File: config.mk
export PLATFORM = sky130hd
export DESIGN_NAME = lpb_mod_unit
export DESIGN_NICKNAME = d
export VERILOG_FILES = /design/src/rtl/led_pixel_buffer_top_macros.svh /design/src/rtl/lpb_pkg.sv /design/src/rtl/lpb_mod_unit.sv
export SDC_FILE = /design/constraint.sdc
export NUM_CORES = 1
export LEC_CHECK = 0
export BUFFER_PORTS_ARGS = -buffer_cell sky130_fd_sc_hd__buf_2
export CAP_MARGIN = 40
export CORE_AREA = 2 2 43 84
export DETAILED_ROUTE_END_ITERATION = 10
export DIE_AREA = 0 0 45 86
export PLACE_DENSITY_LB_ADDON = 0.25
export SYNTH_ARGS = -nofsm -noshare
export SYNTH_HDL_FRONTEND = slang
export SYNTH_SLANG_ARGS = --single-unit
File: constraint.sdc
create_clock -name clk -period 2 [get_ports clk]
set_input_delay 0.4 -clock clk [delete_from_list [all_inputs] [get_ports clk]]
set_output_delay 0.4 -clock clk [all_outputs]
set_load 0.005 [all_outputs]
File: src/rtl/led_pixel_buffer_top_macros.svh
// assertion macros used by the pixel buffer top level
`ifndef LED_PIXEL_BUFFER_TOP_MACROS_SVH
`define LED_PIXEL_BUFFER_TOP_MACROS_SVH

// same-cycle implication, disabled during reset
`define LPB_ASSERT_IMP(lbl, clk, rst_n, ante, cons) \
    lbl: assert property (@(posedge clk) disable iff (!rst_n) (ante) |-> (cons)) \
        else $error("pixel buffer assertion failed");

// next-cycle implication, disabled during reset
`define LPB_ASSERT_NXT(lbl, clk, rst_n, ante, cons) \
    lbl: assert property (@(posedge clk) disable iff (!rst_n) (ante) |=> (cons)) \
        else $error("pixel buffer assertion failed");

`endif

File: src/rtl/lpb_pkg.sv
// types, widths and helpers shared by the pixel buffer modules
package lpb_pkg;

    localparam int FUNC_W      = 2;
    localparam int IDX_W       = 11;
    localparam int COL_W       = 8;
    localparam int ROW_W       = 8;
    localparam int COLOR_W     = 24;
    localparam int COUNT_W     = 11;
    localparam int HEIGHT_W    = 7;
    localparam int CFG_IDX_W   = 2;
    localparam int CFG_DATA_W  = 11;
    // col * height + row fits here for every column, row and height
    localparam int ADDR_FULL_W = 15;

    // bit meanings of func
    localparam int FUNC_COLROW_BIT = 0;
    localparam int FUNC_READ_BIT   = 1;

    // configuration register indexes
    localparam logic [CFG_IDX_W-1:0] CFG_PIXEL_COUNT   = 2'd0;
    localparam logic [CFG_IDX_W-1:0] CFG_COLUMN_HEIGHT = 2'd1;
    localparam logic [CFG_IDX_W-1:0] CFG_GREEN_FIRST   = 2'd2;

    typedef struct packed {
        logic                start;
        logic [ROW_W-1:0]    dividend;
        logic [HEIGHT_W-1:0] divisor;
    } mod_req_t;

    typedef struct packed {
        logic                done;
        logic [HEIGHT_W-1:0] rem;
    } mod_rsp_t;

    // exchange the two high bytes of a packed color
    function automatic logic [COLOR_W-1:0] swap_high_bytes(input logic [COLOR_W-1:0] c);
        return {c[15:8], c[23:16], c[7:0]};
    endfunction

endpackage

File: src/rtl/lpb_mod_unit.sv
// iterative remainder unit, one restoring step per cycle
module lpb_mod_unit (
    input  logic              clk,
    input  logic              rst_n,
    input  lpb_pkg::mod_req_t req,
    output lpb_pkg::mod_rsp_t rsp
);

    localparam int STEP_W = $clog2(lpb_pkg::ROW_W);

    logic                         busy_reg, busy_next;
    logic                         done_reg, done_next;
    logic [STEP_W-1:0]            cnt_reg, cnt_next;
    logic [lpb_pkg::ROW_W-1:0]    div_reg, div_next;
    logic [lpb_pkg::HEIGHT_W-1:0] d_reg, d_next;
    logic [lpb_pkg::HEIGHT_W-1:0] rem_reg, rem_next;
    logic [lpb_pkg::HEIGHT_W:0]   trial;

    // partial remainder stays below the divisor, so one more bit fits
    assign trial = {rem_reg, div_reg[lpb_pkg::ROW_W-1]};

    always_comb
    begin
        busy_next = busy_reg;
        done_next = 1'b0;
        cnt_next  = cnt_reg;
        div_next  = div_reg;
        d_next    = d_reg;
        rem_next  = rem_reg;
        if (req.start)
        begin
            busy_next = 1'b1;
            cnt_next  = '0;
            div_next  = req.dividend;
            d_next    = req.divisor;
            rem_next  = '0;
        end
        else if (busy_reg)
        begin
            div_next = {div_reg[lpb_pkg::ROW_W-2:0], 1'b0};
            if (trial >= {1'b0, d_reg})
            begin
                rem_next = lpb_pkg::HEIGHT_W'(trial - {1'b0, d_reg});
            end
            else
            begin
                rem_next = lpb_pkg::HEIGHT_W'(trial);
            end
            cnt_next = cnt_reg + 1'b1;
            if (cnt_reg == STEP_W'(lpb_pkg::ROW_W - 1))
            begin
                busy_next = 1'b0;
                done_next = 1'b1;
            end
        end
    end

    always_ff @(posedge clk or negedge rst_n)
    begin
        if (!rst_n)
        begin
            busy_reg <= 1'b0;
            done_reg <= 1'b0;
            cnt_reg  <= '0;
        end
        else
        begin
            busy_reg <= busy_next;
            done_reg <= done_next;
            cnt_reg  <= cnt_next;
        end
    end

    always_ff @(posedge clk)
    begin
        div_reg <= div_next;
        d_reg   <= d_next;
        rem_reg <= rem_next;
    end

    assign rsp.done = done_reg;
    assign rsp.rem  = rem_reg;

endmodule

=== After elaboration in Yosys (flattened, before gate mapping) ===
Cells that the tools add are included.

* Flip-flop bits (word level): 27
* Input port bits: 18
* Output and inout bits: 8
* Word-level logic and storage cells: 22

* $add $sub $neg: 2
* Order comparisons: 1
* Equality and inequality tests: 1
* Muxes and demuxes: 11
* Reduce and logical (&&, ||, !) cells: 1

{| class="wikitable"
|+ Operators with widths
! cell !! number
|-
| $mux W8 || 2
|-
| $ge A8 B7 Y1 || 1
|-
| $mux W7 || 1
|-
| $sub A7 B7 Y7 || 1
|-
| $mux W1 || 6
|-
| $mux W3 || 2
|-
| $add A3 B1 Y3 const B || 1
|-
| $eq A3 B3 Y1 const B || 1
|-
| $reduce_bool A2 Y1 || 1
|}

=== Logic depth before layout (Yosys ltp) ===
* Depth in word-level cells: 4
* Mapped depth: 8
* Gate-level depth less buffers: 8

=== Least setup slack after synthesis ===
No wires, ideal clock.

* Path kind: register -> register
* Start: register div_reg[7] (netlist bit)
* End: register rem_reg[2] (netlist bit)
* Library setup time: 0.095 ns
* Arrival: 1.775 ns
* Data required time: 1.905 ns
* Slack: 0.130 ns
* Cell stages (with the launch flop): 9
* Buffers on the path: 0
* Clock period less this slack: 1.870 ns
* Path through: edfxtp_1 inv_1 ha_1 inv_1 fa_1 nand3_1 a31oi_1 or4_1 o311ai_1

* Word-level cells in the longest chain between the ends: 2
* Elaborated cells between the ends (all ways): 3
* Classes of those cells: 1 x add/sub; 1 x order compare; 1 x mux

{| class="wikitable"
|+ RTL lines
! element !! RTL line !! text
|-
| start, declared || lpb_mod_unit.sv:14 || <nowiki>logic [lpb_pkg::ROW_W-1:0] div_reg, div_next;</nowiki>
|-
| start signal, assigned || lpb_mod_unit.sv:76 || <nowiki>div_reg <= div_next;</nowiki>
|-
| $sub A7 B7 Y7 or $ge A8 B7 Y1 (tied branches) || lpb_mod_unit.sv:43, lpb_mod_unit.sv:41 ||
|-
| $mux W7 (*) || lpb_mod_unit.sv:41 || <nowiki>if (trial >= {1'b0, d_reg})</nowiki>
|-
| end signal, assigned || lpb_mod_unit.sv:78 || <nowiki>rem_reg <= rem_next;</nowiki>
|-
| end, declared || lpb_mod_unit.sv:16 || <nowiki>logic [lpb_pkg::HEIGHT_W-1:0] rem_reg, rem_next;</nowiki>
|}

Every way passes the cells marked *; elsewhere a longest branch is shown, timed or not.
A chain may end at the register's enable or synchronous reset.

=== Worst setup path after layout ===
Ends and elaborated chain as after synthesis.

==> impl_table.tex <==
\begin{tabular}{lr}
\hline
Metric & Value \\
\hline
\multicolumn{2}{l}{\textbf{STA}} \\
Sum of negative setup slack & 0 ns \\
Time the final worst path needs with I/O delays and setup & 1.890 ns \\
Final-report hold violation count & 0 \\
Fmax & 529.1 MHz \\
Final setup violation count & 0 \\
Worst Clk Skew & 0.006577 ns \\
Remaining max-slew budget at the tightest pin & 56.81\% \\
Post-route fraction of the period consumed by the critical path & 94.50\% \\
Slew at the pin with the worst max-slew slack & 0.6478 ns \\
Number of pins with negative max-slew slack in the final report & 0 \\
RSZ-0062 raised after global routing & no \\
\multicolumn{2}{l}{\textbf{Clock tree}} \\
Clock network latency to the later pin of the worst-skew pair & 0.27 ns \\
Buffer cell driving the clock tree root & sky130\_fd\_sc\_hd\_\_clkbuf\_8 \\
Number of sinks driven by the clock tree & 27 \\
Number of buffers inserted during clock tree synthesis & 3 \\
Buffer depth of the longest clock path & 2 \\
Clock transition at the registers of the reported paths & roughly 0.09 ns \\
Maximum level of the CTS H-tree & 1 \\
TritonCTS clock tree & yes \\
\multicolumn{2}{l}{\textbf{Setup path}} \\
Cell occurring most often along the worst timing path & sky130\_fd\_sc\_hd\_\_inv\_1 \\
Delay contributed by the slowest stage of the critical path & 0.48 ns \\
Biggest fanout along the worst timing path & 4 \\
Reg-to-reg slack, setup & around 0.11 ns \\
CP Depth & 8 \\
Category of the most critical setup path & reg -> reg \\
Required time at the worst-slack endpoint & 2.19 ns \\
Reg-to-Reg Start & div\_reg[7] \\
Cell with the biggest individual delay on the critical path & sky130\_fd\_sc\_hd\_\_or4\_1 \\
Crit path buffers/inverters & 2 \\
Ordered cell list for the critical path & inv\_1, ha\_1, inv\_1, fa\_2, nand3\_2, a31oi\_1, or4\_1, o311ai\_1 \\
Data arrival time of the worst path & 2.08 ns \\
Termination of the worst setup path & rem\_reg[2] \\
Startpoint kind of the worst setup timing path & flop \\
Largest delay share family, worst path & simple AND/OR/NAND/NOR gates \\
Reg-to-Reg End & rem\_reg[2] \\
Worst setup path start & div\_reg[7] \\
Kind of end point of the critical path & flop \\
R2R depth & 8 \\
\multicolumn{2}{l}{\textbf{Global route}} \\
Overflow after GRT & 0 \\
Global-route wire length before repair & 4740 microns \\
Combined global-route utilization of all metal layers & 16.69\% \\
Antenna violations before repair & 0 \\
Via count of the first global-routing pass & 1091 \\
Largest net degree at the start of global routing & 34 \\
\multicolumn{2}{l}{\textbf{Detailed routing}} \\
Drt total wl & a little under 3000 microns \\
Number of design-rule violations left by the first detailed-router iteration & 27 \\
Via total after detailed routing & between 1000 and 1500 \\
Routed length per instance & 15.20 microns \\
First drt pass iteration count & 4 \\
Number of routed nets with antenna violations & 0 \\
DRC violation count after routing & 0 \\
Via density & 5.794 \\
\multicolumn{2}{l}{\textbf{Floorplanning}} \\
Top-level port count & 26 \\
Number of standard-cell rows in the floorplan & 29 \\
DIE WIDTH & 45 microns \\
Core region area & approximately 3200 sq um \\
Total Die Area & 3870 sq um \\
Initial core utilization & between 40\% and 50\% \\
Die extent in y & 86 microns \\
\multicolumn{2}{l}{\textbf{Yosys}} \\
Mapped Area & 1546 sq um \\
Fraction of registers with async set or reset after synthesis & between 10\% and 20\% \\
Count of state elements after synthesis & 27 \\
Area share of the largest cell type after synthesis & 29.13\% \\
Commonest register cell after synthesis & sky130\_fd\_sc\_hd\_\_edfxtp\_1 \\
Number of nets produced by synthesis & 170 \\
Synth Instances & 142 \\
Count of warnings emitted by yosys & 0 \\
Average footprint of a synthesized cell & 10.89 sq um \\
Distinct cell type count of the synthesized netlist & 46 \\
Top cell type by total area after synthesis & sky130\_fd\_sc\_hd\_\_edfxtp\_1 \\
Biggest area contributors in the synthesized netlist & sky130\_fd\_sc\_hd\_\_edfxtp\_1 (29\%), sky130\_fd\_sc\_hd\_\_dfxtp\_1 (9.1\%), sky130\_fd\_sc\_hd\_\_dfrtp\_1 (8.1\%) \\
Sequential element share of the synthesized area & 46.28\% \\
Number of flops mapped to enable cells by yosys & 15 \\
\multicolumn{2}{l}{\textbf{Cells and area}} \\
Final instance area & 1710 sq um \\
Synthesis-to-layout area growth & 10.60\% \\
Most frequent cells in the layout & sky130\_fd\_sc\_hd\_\_buf\_2 (25), sky130\_fd\_sc\_hd\_\_edfxtp\_1 (15), sky130\_fd\_sc\_hd\_\_nor2\_1 (12) \\
Share of cells above drive strength 1 & 26.99\% \\
Total Nets Final & roughly 190 \\
Count of antenna diodes in the layout & 0 \\
Leading cell type in the layout, fill and taps excluded & sky130\_fd\_sc\_hd\_\_buf\_2 \\
Max reg flops & 8 \\
Final instance count without filler cells & 194 \\
Number of fill cells & 291 \\
\multicolumn{2}{l}{\textbf{Status}} \\
Outcome & complete, no violations \\
\multicolumn{2}{l}{\textbf{Hold path}} \\
Worst Hold Class & in -> reg \\
Worst min-delay path startpoint & req[1] \\
\multicolumn{2}{l}{\textbf{Job}} \\
\# Max-Cap Violations & 0 \\
\multicolumn{2}{l}{\textbf{Place}} \\
Input/output buffers & 25 \\
Gp weighted congestion & 0.8684 \\
Placed standard-cell area & around 1600 sq um \\
Placed cells & 189 \\
Final HPWL DP & between 2000 and 2500 microns \\
\multicolumn{2}{l}{\textbf{Power and ir drop}} \\
Worst IR Drop VDD & 732.0 uV \\
Power Dens Cells & 1148 nW/um\^{}2 \\
Cell leakage power & 0.7432 nW \\
\hline
\end{tabular}
==> worst reg2reg max path: cells and delay by family, from the launching register on <==
kind	cells	cell delay [ns]
buffers and inverters	2	0.12
adders and majority gates	2	0.51
DFF	1	0.40
and+or+nand+nor	2	0.58
AOI/OAI and AO/OA	2	0.20
==> routing by layer <==
layer | GRT usage, % | vias up | share of wire [%]
met4 | 10.70 | 0 | 4.8
met1 | 18.34 | 529 | 37
met3 | 2.105 | 11 | 3.3
met5 | 0 | - | 0
met2 | 28.44 | 29 | 55
li1 | - | 555 | -
==> cells in the mapped netlist (all sizes together), types with 2 or more instances <==
cell and instances:
edfxtp 15, mux2i 2, nor2b 2, a31oi 5, and2 2, a311oi 3, buf 7, clkbuf 2
or3b 2, nor2 12, inv 11, o21ai 4, dfxtp 7, mux2 7, dfrtp 5, a211oi 2
or2 2, o31ai 2, nand3 5, a21o 3, nand2 7, ha 9, nor3b 6, xnor2 4
==> cells by family after synthesis <==
group,after synthesis,share of synthesized area (%)
adder cells (fa/ha/maj),10,8.576
XOR/XNOR,4,2.265
AND/OR/NAND/NOR,45,15.86
multiplexers,9,6.392
flip-flops,27,46.28
buffers and inverters,20,6.958
AO/OA/AOI/OAI,27,13.67
==> where the power goes <==
part	total [mW]	internal (mW)	switching [mW]	leakage, nW
combinational	0.872	0.406	0.466	0.442
sequential	0.770	0.683	0.0868	0.275
clock	0.322	0.156	0.166	0.0262
total	1.96	1.24	0.718	0.743
==> per-stage QoR <==
| step | utilization (%) | power (mW) | hold slack (ns) | setup WS [ns] |
|---|---|---|---|---|
| final | 53.57 | 1.963 | 0.2982 | 0.1101 |
| after detailed placement | 51.49 | 1.641 | 0.2177 | 0.02040 |
| after global routing | 53.57 | 2.106 | 0.2864 | 0.02088 |
| after global placement | 51.49 | 1.624 | 0.2143 | 0.07764 |
| after CTS | 53.33 | 1.972 | 0.2908 | 0.001619 |
| after floorplan | - | 1.438 | 0.1044 | 0.1300 |
==> worst min-delay path by stage <==
stage | cells after the start | endpoint | slack, ns
6_report | 1 | d_reg[1] | 0.30
4_1_cts | 1 | d_reg[1] | 0.29
2_1_floorplan | 0 | busy_reg | 0.10
5_1_grt | 1 | d_reg[0] | 0.29
3_5_place_dp | 1 | busy_reg | 0.22
3_3_place_gp | 1 | cnt_reg[1] | 0.21
==> final cells by class <==
| cell class | instances | area, sq um | share of cell area (%) |
|---|---|---|---|
| clock buffers | 4 | 48.80 | 2.853 |
| inverters | 11 | 41.29 | 2.414 |
| multi-input cells | 95 | 730.7 | 42.72 |
| flip-flops and latches | 27 | 715.7 | 41.84 |
| well taps | 31 | 38.79 | 2.268 |
| repair buffers | 26 | 135.1 | 7.901 |
==> repair_timing <==
action                                  CTS  global route
resized for setup                         0             2
endpoints found under the hold margin     5             0
endpoints found under the setup margin    0             3
buffers inserted                          0             0
hold buffers                              1             0
Power figures use the tool's default switching activity.
